**config.mk**
```make
export PLATFORM = sky130hd
export DESIGN_NAME = source_text_tokenizer
export DESIGN_NICKNAME = d
export VERILOG_FILES = /design/src/rtl/core/stt_pkg.sv /design/src/rtl/core/stt_lex_core.sv /design/src/rtl/core/stt_token_fifo.sv /design/src/rtl/core/source_text_tokenizer.sv
export SDC_FILE = /design/constraint.sdc
export NUM_CORES = 1
export LEC_CHECK = 0
export BUFFER_PORTS_ARGS = -buffer_cell sky130_fd_sc_hd__buf_2
export CAP_MARGIN = 25
export CORE_ASPECT_RATIO = 1.4
export CORE_MARGIN = 3
export CORE_UTILIZATION = 49
export CTS_BUF_LIST = sky130_fd_sc_hd__clkbuf_2 sky130_fd_sc_hd__clkbuf_4 sky130_fd_sc_hd__clkbuf_8
export CTS_CLUSTER_SIZE = 40
export DETAILED_ROUTE_END_ITERATION = 6
export PLACE_DENSITY = 0.63
export SYNTH_ARGS = -nofsm -noshare
export SYNTH_HDL_FRONTEND = slang
export SYNTH_SLANG_ARGS = --single-unit
```
**constraint.sdc**
```tcl
create_clock -name clk -period 14.1 [get_ports clk]
set_clock_uncertainty 0.15 [all_clocks]
set_input_delay 2.82 -clock clk [delete_from_list [all_inputs] [get_ports clk]]
set_output_delay 2.82 -clock clk [all_outputs]
set_load 0.02 [all_outputs]
```
**src/rtl/core/stt_pkg.sv**
```systemverilog
`timescale 1ns / 1ps
// Shared types, character codes and token kind codes for the source text tokenizer.
package stt_pkg;

	localparam int KIND_W = 5;
	localparam int LINE_W = 16;
	localparam int COL_W = 16;
	localparam int TLEN_W = 8;
	localparam int FIFO_DEPTH = 4;
	localparam int FIFO_PTR_W = 2;
	localparam int FIFO_CNT_W = 3;

	localparam logic [7:0] CH_NUL = 8'h00;
	localparam logic [7:0] CH_NL = 8'h0A;
	localparam logic [7:0] CH_QUOTE = 8'h22;
	localparam logic [7:0] CH_EQ = 8'h3D;
	localparam logic [7:0] CH_L = 8'h6C;
	localparam logic [7:0] CH_P = 8'h70;

	localparam logic [3:0] KW_NONE = 4'd0;
	localparam logic [3:0] KW_L = 4'd1;
	localparam logic [3:0] KW_LET = 4'd3;
	localparam logic [3:0] KW_P = 4'd4;
	localparam logic [3:0] KW_PRINT = 4'd8;

	typedef enum logic [2:0] {
		MODE_IDLE = 3'd0,
		MODE_IDENT = 3'd1,
		MODE_NUMBER = 3'd2,
		MODE_STRING = 3'd3,
		MODE_EQ = 3'd4
	} lex_mode_t;

	typedef enum logic [KIND_W-1:0] {
		K_IDENT = 5'd0,
		K_LET = 5'd1,
		K_PRINT = 5'd2,
		K_NUMBER = 5'd3,
		K_STRING = 5'd4,
		K_PLUS = 5'd5,
		K_MINUS = 5'd6,
		K_MUL = 5'd7,
		K_DIV = 5'd8,
		K_ASSIGN = 5'd9,
		K_COMPARE = 5'd10,
		K_LT = 5'd11,
		K_GT = 5'd12,
		K_SEMI = 5'd13,
		K_LPAREN = 5'd14,
		K_RPAREN = 5'd15,
		K_UNKNOWN = 5'd16,
		K_EOF = 5'd17
	} token_kind_t;

	typedef struct packed {
		logic [7:0] text_char;
		logic end_of_text;
	} stt_in_t;

	typedef struct packed {
		token_kind_t token_kind;
		logic [LINE_W-1:0] start_line;
		logic [COL_W-1:0] start_column;
		logic [TLEN_W-1:0] text_length;
		logic last_of_run;
	} stt_out_t;

	function automatic token_kind_t op_kind(input logic [7:0] c);
		token_kind_t k;
		unique case (c)
			8'h2B: k = K_PLUS;
			8'h2D: k = K_MINUS;
			8'h2A: k = K_MUL;
			8'h2F: k = K_DIV;
			8'h3C: k = K_LT;
			8'h3E: k = K_GT;
			8'h3B: k = K_SEMI;
			8'h28: k = K_LPAREN;
			8'h29: k = K_RPAREN;
			default: k = K_UNKNOWN;
		endcase
		return k;
	endfunction

	// Character expected next for a given keyword prefix state, zero if none.
	function automatic logic [7:0] kw_expect(input logic [3:0] p);
		logic [7:0] ch;
		unique case (p)
			4'd1: ch = 8'h65;
			4'd2: ch = 8'h74;
			4'd4: ch = 8'h72;
			4'd5: ch = 8'h69;
			4'd6: ch = 8'h6E;
			4'd7: ch = 8'h74;
			default: ch = CH_NUL;
		endcase
		return ch;
	endfunction

endpackage

```
**src/rtl/core/stt_lex_core.sv**
```systemverilog
`timescale 1ns / 1ps
// Lexer state registers and the single-pass decode that turns one byte into up to two tokens.
module stt_lex_core #(
	parameter int POSITION_BITS = 16,
	parameter int LENGTH_BITS = 8
) (
	input logic clk,
	input logic arst_n,
	input logic step_en,
	input stt_pkg::stt_in_t item,
	output stt_pkg::stt_out_t res0,
	output stt_pkg::stt_out_t res1,
	output logic [1:0] res_count
);
	import stt_pkg::*;

	localparam logic [POSITION_BITS-1:0] POS_ONE = POSITION_BITS'(1);
	localparam logic [POSITION_BITS-1:0] POS_MAX = '1;
	localparam logic [LENGTH_BITS-1:0] LEN_MAX = '1;

	lex_mode_t mode_q, mode_d;
	logic [POSITION_BITS-1:0] line_q, line_d, col_q, col_d;
	logic [POSITION_BITS-1:0] tok_line_q, tok_line_d, tok_col_q, tok_col_d;
	logic [LENGTH_BITS-1:0] tok_len_q, tok_len_d;
	logic [3:0] kw_q, kw_d;

	logic [7:0] c;
	logic is_end, is_alpha, is_digit, is_space, is_quote, is_eq, single_op;
	logic tok_emit, tok_is_cmp, dispatch, grow, kw_adv, sec_emit;
	token_kind_t tok_kind, word_kind;
	stt_out_t r_tok, r_sec;

	assign c = item.text_char;
	assign is_end = item.end_of_text | (c == CH_NUL);
	assign is_alpha = ((c >= 8'h61) && (c <= 8'h7A)) || ((c >= 8'h41) && (c <= 8'h5A));
	assign is_digit = (c >= 8'h30) && (c <= 8'h39);
	assign is_space = (c == 8'h20) || ((c >= 8'h09) && (c <= 8'h0D));
	assign is_quote = (c == CH_QUOTE);
	assign is_eq = (c == CH_EQ);
	assign single_op = !is_space && !is_alpha && !is_digit && !is_quote && !is_eq;
	assign word_kind = (kw_q == KW_LET) ? K_LET : ((kw_q == KW_PRINT) ? K_PRINT : K_IDENT);

	always_comb begin
		tok_emit = 1'b0;
		tok_is_cmp = 1'b0;
		tok_kind = K_IDENT;
		dispatch = 1'b0;
		grow = 1'b0;
		kw_adv = 1'b0;
		if (is_end) begin
			unique case (mode_q)
				MODE_IDENT: begin
					tok_emit = 1'b1;
					tok_kind = word_kind;
				end
				MODE_NUMBER: begin
					tok_emit = 1'b1;
					tok_kind = K_NUMBER;
				end
				MODE_STRING: begin
					tok_emit = 1'b1;
					tok_kind = K_UNKNOWN;
				end
				MODE_EQ: begin
					tok_emit = 1'b1;
					tok_kind = K_ASSIGN;
				end
				default: begin
				end
			endcase
		end else begin
			unique case (mode_q)
				MODE_IDENT: begin
					if (is_alpha) begin
						grow = 1'b1;
						kw_adv = 1'b1;
					end else begin
						tok_emit = 1'b1;
						tok_kind = word_kind;
						dispatch = 1'b1;
					end
				end
				MODE_NUMBER: begin
					if (is_digit) begin
						grow = 1'b1;
					end else begin
						tok_emit = 1'b1;
						tok_kind = K_NUMBER;
						dispatch = 1'b1;
					end
				end
				MODE_STRING: begin
					if (is_quote) begin
						tok_emit = 1'b1;
						tok_kind = K_STRING;
					end else begin
						grow = 1'b1;
					end
				end
				MODE_EQ: begin
					tok_emit = 1'b1;
					if (is_eq) begin
						tok_kind = K_COMPARE;
						tok_is_cmp = 1'b1;
					end else begin
						tok_kind = K_ASSIGN;
						dispatch = 1'b1;
					end
				end
				default: begin
					dispatch = 1'b1;
				end
			endcase
		end
	end

	assign sec_emit = is_end | (dispatch & single_op);

	// Next state.
	always_comb begin
		mode_d = mode_q;
		line_d = line_q;
		col_d = col_q;
		tok_line_d = tok_line_q;
		tok_col_d = tok_col_q;
		tok_len_d = tok_len_q;
		kw_d = kw_q;
		if (!is_end) begin
			if (c == CH_NL) begin
				if (line_q != POS_MAX) begin
					line_d = line_q + POS_ONE;
				end
				col_d = POS_ONE;
			end else if (col_q != POS_MAX) begin
				col_d = col_q + POS_ONE;
			end
		end
		if (is_end) begin
			mode_d = MODE_IDLE;
		end else if (dispatch) begin
			mode_d = MODE_IDLE;
			if (is_alpha || is_digit || is_quote || is_eq) begin
				tok_line_d = line_q;
				tok_col_d = col_q;
				tok_len_d = is_quote ? '0 : LENGTH_BITS'(1);
				if (is_alpha) begin
					mode_d = MODE_IDENT;
				end else if (is_digit) begin
					mode_d = MODE_NUMBER;
				end else if (is_quote) begin
					mode_d = MODE_STRING;
				end else begin
					mode_d = MODE_EQ;
				end
			end
			if (is_alpha) begin
				kw_d = (c == CH_L) ? KW_L : ((c == CH_P) ? KW_P : KW_NONE);
			end
		end else if (tok_emit) begin
			mode_d = MODE_IDLE;
			if (tok_is_cmp) begin
				tok_len_d = LENGTH_BITS'(2);
			end
		end
		if (grow && (tok_len_q != LEN_MAX)) begin
			tok_len_d = tok_len_q + LENGTH_BITS'(1);
		end
		if (kw_adv) begin
			if ((((kw_q == 4'd1) || (kw_q == 4'd2)) || ((kw_q >= 4'd4) && (kw_q <= 4'd7)))
					&& (c == kw_expect(kw_q))) begin
				kw_d = kw_q + 4'd1;
			end else begin
				kw_d = KW_NONE;
			end
		end
	end

	always_ff @(posedge clk or negedge arst_n) begin
		if (!arst_n) begin
			mode_q <= MODE_IDLE;
			line_q <= POS_ONE;
			col_q <= POS_ONE;
			tok_line_q <= POS_ONE;
			tok_col_q <= POS_ONE;
			tok_len_q <= '0;
			kw_q <= KW_NONE;
		end else if (step_en) begin
			mode_q <= mode_d;
			line_q <= line_d;
			col_q <= col_d;
			tok_line_q <= tok_line_d;
			tok_col_q <= tok_col_d;
			tok_len_q <= tok_len_d;
			kw_q <= kw_d;
		end
	end

	// Result assembly.
	always_comb begin
		r_tok.token_kind = tok_kind;
		r_tok.start_line = LINE_W'(tok_line_q);
		r_tok.start_column = COL_W'(tok_col_q);
		r_tok.text_length = tok_is_cmp ? TLEN_W'(2) : TLEN_W'(tok_len_q);
		r_tok.last_of_run = !sec_emit;
		r_sec.token_kind = is_end ? K_EOF : op_kind(c);
		r_sec.start_line = LINE_W'(line_q);
		r_sec.start_column = COL_W'(col_q);
		r_sec.text_length = is_end ? '0 : TLEN_W'(1);
		r_sec.last_of_run = 1'b1;
		res0 = tok_emit ? r_tok : r_sec;
		res1 = r_sec;
		res_count = {1'b0, tok_emit} + {1'b0, sec_emit};
	end

endmodule

```
**src/rtl/core/stt_token_fifo.sv**
```systemverilog
`timescale 1ns / 1ps
// Four-entry token queue that takes up to two tokens per cycle and hands out one.
module stt_token_fifo (
	input logic clk,
	input logic arst_n,
	input logic [1:0] push_n,
	input stt_pkg::stt_out_t din0,
	input stt_pkg::stt_out_t din1,
	output logic room,
	output logic token_valid,
	input logic token_ready,
	output stt_pkg::stt_out_t token
);
	import stt_pkg::*;

	stt_out_t mem_q [FIFO_DEPTH];
	logic [FIFO_PTR_W-1:0] wptr_q, rptr_q;
	logic [FIFO_CNT_W-1:0] count_q;
	logic pop;

	assign token_valid = (count_q != '0);
	assign token = mem_q[rptr_q];
	assign pop = token_valid && token_ready;
	assign room = (count_q <= FIFO_CNT_W'(FIFO_DEPTH - 2));

	always_ff @(posedge clk) begin
		if (push_n != 2'd0) begin
			mem_q[wptr_q] <= din0;
		end
		if (push_n == 2'd2) begin
			mem_q[wptr_q + FIFO_PTR_W'(1)] <= din1;
		end
	end

	always_ff @(posedge clk or negedge arst_n) begin
		if (!arst_n) begin
			wptr_q <= '0;
			rptr_q <= '0;
			count_q <= '0;
		end else begin
			wptr_q <= wptr_q + FIFO_PTR_W'(push_n);
			rptr_q <= rptr_q + FIFO_PTR_W'(pop);
			count_q <= count_q + FIFO_CNT_W'(push_n) - FIFO_CNT_W'(pop);
		end
	end

endmodule

```
**src/rtl/core/source_text_tokenizer.sv**
```systemverilog
`timescale 1ns / 1ps
// Top level of the streaming source text tokenizer.
//
// The text channel carries one source byte per request (text_char, with
// end_of_text marking the end of input; a zero byte counts as end too).
// The token channel carries one token per request: kind, start line and
// column, a saturating text length, and last_of_run on the final token that
// a given byte caused. A byte causes zero, one or two tokens.
// A request is taken into an input register, then decoded against the
// lexer state and written into a four-entry token queue once the queue has
// room for two tokens; the tokens of a byte are offered from the queue.
// One byte is accepted per cycle while the queue has room for two tokens;
// bytes that cause two tokens can stall the input when the output drains
// one token per cycle.
// Reset puts the lexer between tokens at line 1, column 1 and empties the
// queue. When the receiver stalls, the queue fills and text_ready drops;
// nothing is lost or repeated.
module source_text_tokenizer #(
	parameter int POSITION_BITS = 16,
	parameter int LENGTH_BITS = 8
) (
	input logic clk,
	input logic arst_n,
	input logic text_valid,
	output logic text_ready,
	input stt_pkg::stt_in_t text,
	output logic token_valid,
	input logic token_ready,
	output stt_pkg::stt_out_t token
);
	import stt_pkg::*;

	logic s1_valid_q;
	stt_in_t s1_data_q;
	logic room, process;
	logic [1:0] res_count, push_n;
	stt_out_t res0, res1;

	assign process = s1_valid_q && room;
	assign text_ready = !s1_valid_q || process;
	assign push_n = process ? res_count : 2'd0;

	always_ff @(posedge clk or negedge arst_n) begin
		if (!arst_n) begin
			s1_valid_q <= 1'b0;
		end else if (text_ready) begin
			s1_valid_q <= text_valid;
		end
	end

	always_ff @(posedge clk) begin
		if (text_ready && text_valid) begin
			s1_data_q <= text;
		end
	end

	stt_lex_core #(
		.POSITION_BITS(POSITION_BITS),
		.LENGTH_BITS(LENGTH_BITS)
	) u_core (
		.clk(clk),
		.arst_n(arst_n),
		.step_en(process),
		.item(s1_data_q),
		.res0(res0),
		.res1(res1),
		.res_count(res_count)
	);

	stt_token_fifo u_fifo (
		.clk(clk),
		.arst_n(arst_n),
		.push_n(push_n),
		.din0(res0),
		.din1(res1),
		.room(room),
		.token_valid(token_valid),
		.token_ready(token_ready),
		.token(token)
	);

	a_stall_holds: assert property (@(posedge clk) disable iff (!arst_n)
		s1_valid_q && !process |=> s1_valid_q && $stable(s1_data_q))
		else $error("held request changed while waiting for queue room");

	a_end_gives_token: assert property (@(posedge clk) disable iff (!arst_n)
		process && s1_data_q.end_of_text |-> push_n != 2'd0)
		else $error("end of text produced no token");

	a_pair_first_not_last: assert property (@(posedge clk) disable iff (!arst_n)
		process && push_n == 2'd2 |-> !res0.last_of_run && res1.last_of_run)
		else $error("last_of_run wrong on a token pair");

	a_single_is_last: assert property (@(posedge clk) disable iff (!arst_n)
		process && push_n == 2'd1 |-> res0.last_of_run)
		else $error("single token not marked last_of_run");

endmodule

```
# Yosys cells after proc, flatten, opt, wreduce, memory -nomap -nowiden
# Memory sizes are Yosys's and may differ from the RTL's.
# Index checks and enable logic that the tools add are counted.
[op_classes]
n_addsub = 10
n_reduce_logical = 45
bitwise = 4
eq_ne = 35
magnitude_cmp = 11
mux = 62
[ops]
columns = ["operator", "count"]
rows = [
  ["$eq 8x6->1 const B", 12],
  ["$mux 8", 7],
  ["$mux 46", 1],
  ["$pmux 5 s9", 1],
  ["$pmux 5 s4", 2],
  ["$pmux 7 s5", 1],
  ["$add 16x1->16 const B", 2],
  ["$mux 16", 2],
  ["$ne 16x16->1 const B", 2],
  ["$mux 3", 9],
  ["$mux 4", 6],
  ["$mux 1", 22],
  ["$mux 5", 4],
  ["$eq 4x3->1 const B", 4],
  ["$eq 8x7->1 const B", 2],
  ["$ge 8x7->1 const B", 2],
  ["$le 8x7->1 const B", 2],
  ["$reduce_and 4->1", 4],
  ["$logic_and 1x1->1", 14],
  ["$reduce_bool 3->1", 3],
  ["$add 8x1->8 const B", 1],
  ["$eq 4x2->1 const B", 2],
  ["$eq 8x4->1 const B", 1],
  ["$eq 8x8->1", 1],
  ["other kinds (37)", 60],
]
[word_totals]
regBits = 96
ram_bits = 184
memories = 1
elab_cells = 181
input_bits = 13
out_inout_bits = 48
[memory_table]
columns = ["memory", "depth", "word_bits", "rd", "rd_clocked_by_memory_dff", "write_ports", "line", "rtl"]
rows = [
  ["u_fifo.mem_q", 4, 46, 1, 0, 2, "stt_token_fifo.sv:16", "stt_out_t mem_q [FIFO_DEPTH];"],
]

# Depth between registers and ports, before layout
# Gate-level depths: netlist of run 1.
[logic_depth]
depth_word = 15
depth_mapped = 16
ltp_nobuf = 13

# By module
# A second synthesis of run 1 with hierarchy kept.
[hier_totals]
cells_unflattened = 1039
area_unflattened_um2 = 15013.1
[by_module_without_submodules]
columns = ["mod", "instances", "area_each_um2", "seq_area_each_um2", "cells_each"]
rows = [
  ["stt_token_fifo", 1, 9509.1, 5700.5, 487],
  ["stt_lex_core", 1, 5161.2, 1981.9, 536],
  ["source_text_tokenizer", 1, 342.8, 295.3, 16],
]

# Worst setup path after synthesis of run 1
# Ideal clock, no wire load.
[synth_path]
path_kind = "register to output"
start = "reg u_fifo.rptr_q[0]"
end = "out token[10] (netlist bit)"
arrival_ns = 1.962
stages_incl_launch_ff = 4
path_buffers = 2
required_time_ns = 11.130
path_slack_ns = 9.168
path_cell_list = "dfrtp_1 -> clkbuf_1 -> buf_1 -> mux4_2"
[synth_rtl]
columns = ["element", "line", "rtl"]
rows = [
  ["start: declaration", "stt_token_fifo.sv:17", "logic [FIFO_PTR_W-1:0] wptr_q, rptr_q;"],
  ["start signal: assignment", "stt_token_fifo.sv:42", "rptr_q <= rptr_q + FIFO_PTR_W'(pop);"],
  ["end: declaration", "source_text_tokenizer.sv:29", "output stt_pkg::stt_out_t token"],
]

==> run metrics, run 1 <==
internal power 1.74 mW; vias per inst 6.26; initial antenna violation count 0; switching share of power 0.373; max-slew headroom at the worst pin 0.338; Max clock buf depth 3; routed length per instance 23.5 um; Final min period 5.39 ns; die area 30300 um2; Least-Margin Pin Slew 0.985 ns; FILL cells 2408; cts repair resizes 0; IO Port Bufs 60; final count of negative-setup-slack endpoints 0; number of global-route vias before repair 9662; Most used DFF post-synth edfxtp_1; final wirelength 35.3 mm; Final Hold Fails 0; Routability Congestion 0.921; Cells after Synth 1067; H-tree levels 2; max-cap viol count 0; first-pass GRT wire length 56.1 mm; share of power burned in combinational logic 0.342; number of synthesized register bits 280; First-pass DRT Iterations 5; vias 9413; starting DRC count in detailed routing 671; EDFF count, synth 161; Avg Cell Area, Syn 13.0 um2; Yosys cell types 75; Die H 205 um; Seq/Total Area, Yosys 0.554; CP Data Arrival Time 5.44 ns; DIE WIDTH 148 um; Setup TNS 0 ns; part of the power in registers 0.408; DRT antenna net count 0; CTS tree done; Critical Path, Cell by Cell nor4bb_1, a21o_1, o211ai_2, o21ai_2, inv_1, ha_1, nor2_1, nor4_1, nor2b_1, clkinv_1, buf_4; placed cell areas 14300 um2; worst-path maximum fanout 38; Worst-Skew Late Latency 0.57 ns; clock slew at reported path FFs 0.07 ns; drt drc 0; Detailed Place HPWL 21.4 mm; number of diodes 0; Ys Warns 0; P_leak 5.83 nW; number of core rows 72; I/O pins 61; required time of the critical path 14.15 ns; pwr/cell area 182 nW/um2; Slew Limit Fails 0; gr usage total 0.236; share of post-route cells with drive strength above 1 0.232; core area 27700 um2; setup repair after global routing missed its margin no; Total Nets Final 1127; NetSw 1.04 mW; Num CTS Buffers 43; area of the multi-input gates 5680 um2; Final Cell Area 15300 um2; fin crit share 0.382; CP Class reg -> reg; Async S/R FF share, synth 0.311; status completed; Synth Net Count 1094; Slowest cell on crit path edfxtp_1; Clock Tree Root clkbuf_8; Area Overhead vs Synth 10.4%; Sequential Area 7660 um2; initial core utilization 0.499; total grt overflow 0; pin count of the biggest net entering global routing 69; peak supply drop 0.119 mV; Setup crit end kind register; Peak Freq 186 MHz; Post-CTS Setup Bufs 0; Slowest Stage Delay on Critical Path 0.80 ns; clk sinks 280; CP startpoint kind register; Hold-fix buffers, CTS 0; synthesized area 13800 um2; Clock power frac 0.250; hold crit path type reg -> reg
## logic make-up after synthesis
group,synth area share
compound gates,0.174
flops,0.554
simple gates,0.0867
buf+inv,0.0378
mux,0.111
xor+xnor,0.0228
fa+ha+maj,0.0139
## cell usage in the layout (no fill, tap or decap), types with 29 or more instances in the layout
cell / netlist / routed
a22o_1: 157 / 157
dfxtp_1: 32 / 32
clkbuf_8: 0 / 46
a21oi_1: 29 / 29
nand2_1: 45 / 45
mux2_4: 29 / 29
nor2_1: 54 / 50
edfxtp_1: 161 / 161
mux4_2: 46 / 46
buf_2: 27 / 60
dfrtp_1: 83 / 81
## stage by stage
step                      setup WS, ns  std cells  utilization  power, mW  hold slack (ns)
after floorplan                   9.17       1067            -       1.78            0.287
after global placement            9.01       1422        0.517       2.08            0.302
after detailed placement          8.80       1422        0.517       2.09            0.302
after CTS                         8.48       1501        0.548       2.79            0.323
after global routing              8.32       1504        0.551       2.92            0.340
final                             8.71       1504        0.551       2.78            0.325
## registers in the layout, indices dropped and copies added, names as in the netlist, 3 cells and up
register	flops
u_core.mode_q	3
s1_data_q	9
u_fifo.count_q	3
u_fifo.mem_q	184
u_core.line_q	16
u_core.tok_len_q	8
u_core.col_q	16
u_core.tok_line_q	16
u_core.kw_q	4
u_core.tok_col_q	16
## worst max-delay path: cells and delay by family, from the launching register on
family | cells | cell delay (ns)
AND/OR/NAND/NOR | 4 | 2.02
buffers and inverters | 3 | 0.84
adder cells (fa/ha/maj) | 1 | 0.45
flip-flops | 1 | 0.80
AO/OA/AOI/OAI | 3 | 0.73
## power groups by stage
stage	sequential, mW	clock (mW)	combinational, mW
6_report	1.13	0.695	0.949
5_1_grt	1.15	0.747	1.02
4_1_cts	1.17	0.714	0.912
3_5_place_dp	1.18	0	0.908
3_3_place_gp	1.18	0	0.901
2_1_floorplan	1.08	0	0.700
## layout make-up
type,count,share of cell area
tap,370,0.0303
clock inverter,20,0.00958
timing repair buffer,82,0.0331
multi-input combinational,669,0.372
clock buffer,59,0.0478
inverter,24,0.00590
sequential,280,0.502
## Yosys cell counts (all sizes together) (4+ instances only)
master	instances	area share
xor2	18	0.011
buf	41	0.017
and3	12	0.0054
mux4	46	0.075
inv	23	0.0062
ha	13	0.012
clkbuf	53	0.014
or2	4	0.0018
nand2	45	0.012
dfrtp	83	0.15
mux2	34	0.036
a31oi	6	0.0027
nor3b	4	0.0022
a21o	4	0.0022
nand3	28	0.010
dfstp	4	0.0076
nor2	54	0.015
nor2b	8	0.0036
nor3	17	0.0062
or3	7	0.0032
o21a	6	0.0033
a22o	157	0.099
xnor2	18	0.011
nand4	11	0.0050
and2	9	0.0041
edfxtp	161	0.35
a21boi	4	0.0022
a22oi	7	0.0042
a221o	4	0.0029
a211oi	6	0.0033
and4	6	0.0038
o22ai	19	0.0086
dfxtp	32	0.046
a21oi	30	0.012
nand2b	9	0.0046
o2111ai	4	0.0025
o21ai	34	0.013
## routing by layer
metal / track usage / vias up / wire, um
met3: 0.0341 / 68 / 1640
met2: 0.436 / 300 / 19000
met1: 0.285 / 4802 / 13800
li1: - / 4243 / -
met5: 0 / - / 0
met4: 0.0740 / 0 / 863
## final timing paths
path / startpoint / to / slack, ns / depth (start not counted)
hold reg to reg: u_fifo.mem_q[3][8]$_SDFFE_PP0P_ / u_fifo.mem_q[3][8]$_SDFFE_PP0P_ / 0.33 / 1
setup reg to reg: s1_data_q[5]$_DFFE_PP_ / u_fifo.mem_q[0][25]$_DFFE_PP_ / 8.71 / 11
hold / removal: u_fifo.mem_q[3][8]$_SDFFE_PP0P_ / u_fifo.mem_q[3][8]$_SDFFE_PP0P_ / 0.33 / 1
max in group asynchronous: arst_n / u_core.line_q[0]$_DFFE_PN1P_ / 10.93 / 3
setup / recovery: s1_data_q[5]$_DFFE_PP_ / u_fifo.mem_q[0][25]$_DFFE_PP_ / 8.71 / 11
min in group asynchronous: arst_n / u_core.mode_q[2]$_DFFE_PN0P_ / 1.98 / 1
Note: power is estimated with default switching activity, not from simulation.
==> run 2: changes to the inputs <==
--- a/config.mk
+++ b/config.mk
@@ -13,7 +13,7 @@
 export CTS_BUF_LIST = sky130_fd_sc_hd__clkbuf_2 sky130_fd_sc_hd__clkbuf_4 sky130_fd_sc_hd__clkbuf_8
 export CTS_CLUSTER_SIZE = 40
 export DETAILED_ROUTE_END_ITERATION = 6
-export PLACE_DENSITY = 0.63
+export PLACE_DENSITY = 0.65
 export SYNTH_ARGS = -nofsm -noshare
 export SYNTH_HDL_FRONTEND = slang
 export SYNTH_SLANG_ARGS = --single-unit
==> constraint.sdc (replaced) <==
create_clock -name clk -period 4.8 [get_ports clk]
set_clock_uncertainty 0.15 [all_clocks]
set_input_delay 0.96 -clock clk [delete_from_list [all_inputs] [get_ports clk]]
set_output_delay 0.96 -clock clk [all_outputs]
set_load 0.02 [all_outputs]
==> run metrics, run 2 (synthesis results as in run 1) <==
gr usage total 0.228 (-0.00832); DRT antenna net count 0 (unchanged); Setup crit start s1_data_q[3]$_DFFE_PP_; fin crit share 0.919 (+0.537); routed length per instance 22.3 um (-5.0%); switching share of power 0.369 (-0.00405); H-tree levels 2 (unchanged); area of the multi-input gates 5680 um2 (unchanged); status completed; CP startpoint kind register; Num CTS Buffers 43 (unchanged); Total Nets Final 1148 (+1.9%); share of post-route cells with drive strength above 1 0.249 (+0.0172); core area 27700 um2 (unchanged); Clock Tree Root clkbuf_8; die area 30300 um2 (unchanged); I/O pins 61 (unchanged); first-pass GRT wire length 54.4 mm (-3.0%); required time of the critical path 4.84 ns (-9.31 ns); CTS tree done; number of core rows 72 (unchanged); initial antenna violation count 0 (unchanged); Post-CTS Setup Bufs 0 (unchanged); commonest non-fill, non-tap cell in the layout edfxtp_1; DIE WIDTH 148 um (unchanged); P_leak 5.96 nW (+2.2%); pwr/cell area 532 nW/um2 (+190%); Setup TNS 0 ns (unchanged); starting DRC count in detailed routing 682 (+1.6%); CP Class reg -> reg; NetSw 3.04 mW (+190%); part of the power in registers 0.406 (-0.002); Worst-Skew Late Latency 0.58 ns (about the same); Peak Freq 227 MHz (+22%); hold crit path type in -> async; Least-Margin Pin Slew 0.962 ns (-0.0225 ns); pin count of the biggest net entering global routing 54 (-22%); max-cap viol count 0 (unchanged); max-slew headroom at the worst pin 0.354 (+0.0151); Slew Limit Fails 0 (unchanged); CP Data Arrival Time 4.45 ns (-0.99 ns); IO Port Bufs 60 (unchanged); setup repair after global routing missed its margin no; Largest register FFs 184 (unchanged); worst-path maximum fanout 38 (unchanged); vias 9414 (+0.011%); Area Overhead vs Synth 11.8%; FF-to-FF Start s1_data_q[3]$_DFFE_PP_; Max clock buf depth 3 (unchanged); total grt overflow 0 (unchanged); clock slew at reported path FFs 0.06 ns (about the same); share of power burned in combinational logic 0.343 (about the same); vias per inst 6.17 (-1.4%); peak supply drop 0.365 mV (+210%); Detailed Place HPWL 21.4 mm (-0.21%); drt drc 0 (unchanged); Final Cell Area 15500 um2 (+1.3%); Setup crit end kind register; r2r setup slk 0.39 ns (-8.32 ns); First-pass DRT Iterations 4 (-1); Hold Slack 0.223 ns (-0.102 ns); final wirelength 34.1 mm (-3.6%); Final Hold Fails 0 (unchanged); number of diodes 0 (unchanged); Sequential Area 7660 um2 (unchanged); Die H 205 um (unchanged); internal power 5.20 mW (+200%); Routability Congestion 0.889 (-3.5%); FILL cells 2384 (-1.0%); placed cell areas 14500 um2 (+1.5%); commonest non-fill, non-tap cells in the layout edfxtp_1, a22o_1, dfrtp_1; final count of negative-setup-slack endpoints 0 (unchanged); clk sinks 280 (unchanged); Final min period 4.41 ns (-0.978 ns); initial core utilization 0.499 (unchanged); Clock power frac 0.252 (+0.002); number of global-route vias before repair 9586 (-0.79%); largest register by flop count u_fifo.mem_q
run 2: changes by cell type in the layout (fill, tap and decap cells not counted), moves of 2 or more:
cell        delta
buf_4         +19
clkbuf_8       +5
buf_16         -2
clkinv_1       -3
buf_12         +3
clkinvlp_4     -2
run 2: final timing paths:
path / to / depth (start not counted)
worst max-delay path: u_fifo.mem_q[2][45]$_DFFE_PP_ / 11
worst min-delay path: u_core.kw_q[1]$_DFFE_PN0P_ / 1
worst max register to register: u_fifo.mem_q[2][45]$_DFFE_PP_ / 11
worst min register to register: u_fifo.mem_q[0][5]$_SDFFE_PP0P_ / 1
max in group asynchronous: u_core.tok_col_q[10]$_DFFE_PN0P_ / 2
min in group clk: u_fifo.mem_q[0][5]$_SDFFE_PP0P_ / 1
run 2: power groups by stage:
stage	registers, mW	clock network, mW	logic [mW]
2_1_floorplan	3.17	0	2.06
3_3_place_gp	3.38	0	2.82
3_5_place_dp	3.39	0	2.83
4_1_cts	3.34	2.12	2.84
5_1_grt	3.40	2.21	3.05
6_report	3.34	2.07	2.82
run 2: worst max-delay path, cell delays in order, from the launching register on:
cell and delay (ns):
edfxtp_1 0.52, or4_4 0.52, o221a_2 0.34, o211ai_2 0.26, o21ai_2 0.16, inv_1 0.21
ha_1 0.37, nor2_1 0.17, nor3_1 0.50, nor2_1 0.30, clkinv_1 0.11, buf_6 0.40
run 2: final cells by class:
type | count | area share
Tap cell | 370 | 0.0299
Inverter | 24 | 0.00582
Timing Repair Buffer | 103 | 0.0429
Sequential cell | 280 | 0.495
Multi-Input combinational cell | 669 | 0.367
Clock inverter | 16 | 0.00736
Clock buffer | 64 | 0.0517
run 2: repair_timing:
action                     CTS  global route
hold buffers                 0             0
setup endpoints to repair    0            24
gates resized for setup      0             1
run 2: through the flow:
step	std cells	worst slack, ns	utilization	total power, mW
6_report	1526	0.389	0.558	8.24
5_1_grt	1526	0.0194	0.558	8.65
4_1_cts	1525	0.320	0.557	8.31
3_5_place_dp	1445	0.357	0.524	6.22
3_3_place_gp	1445	0.364	0.524	6.20
2_1_floorplan	1067	0.326	-	5.23
run 2: layer usage:
layer  wire length (um)  part of all wire  vias to the layer above  global-route usage
li1                   -                 -                     4301                   -
met1              13400              0.39                     4734               0.275
met2              18100              0.53                      297               0.411
met3               1630             0.048                       82              0.0350
met4               1030             0.030                        0              0.0868
met5                  0                 0                        -                   0
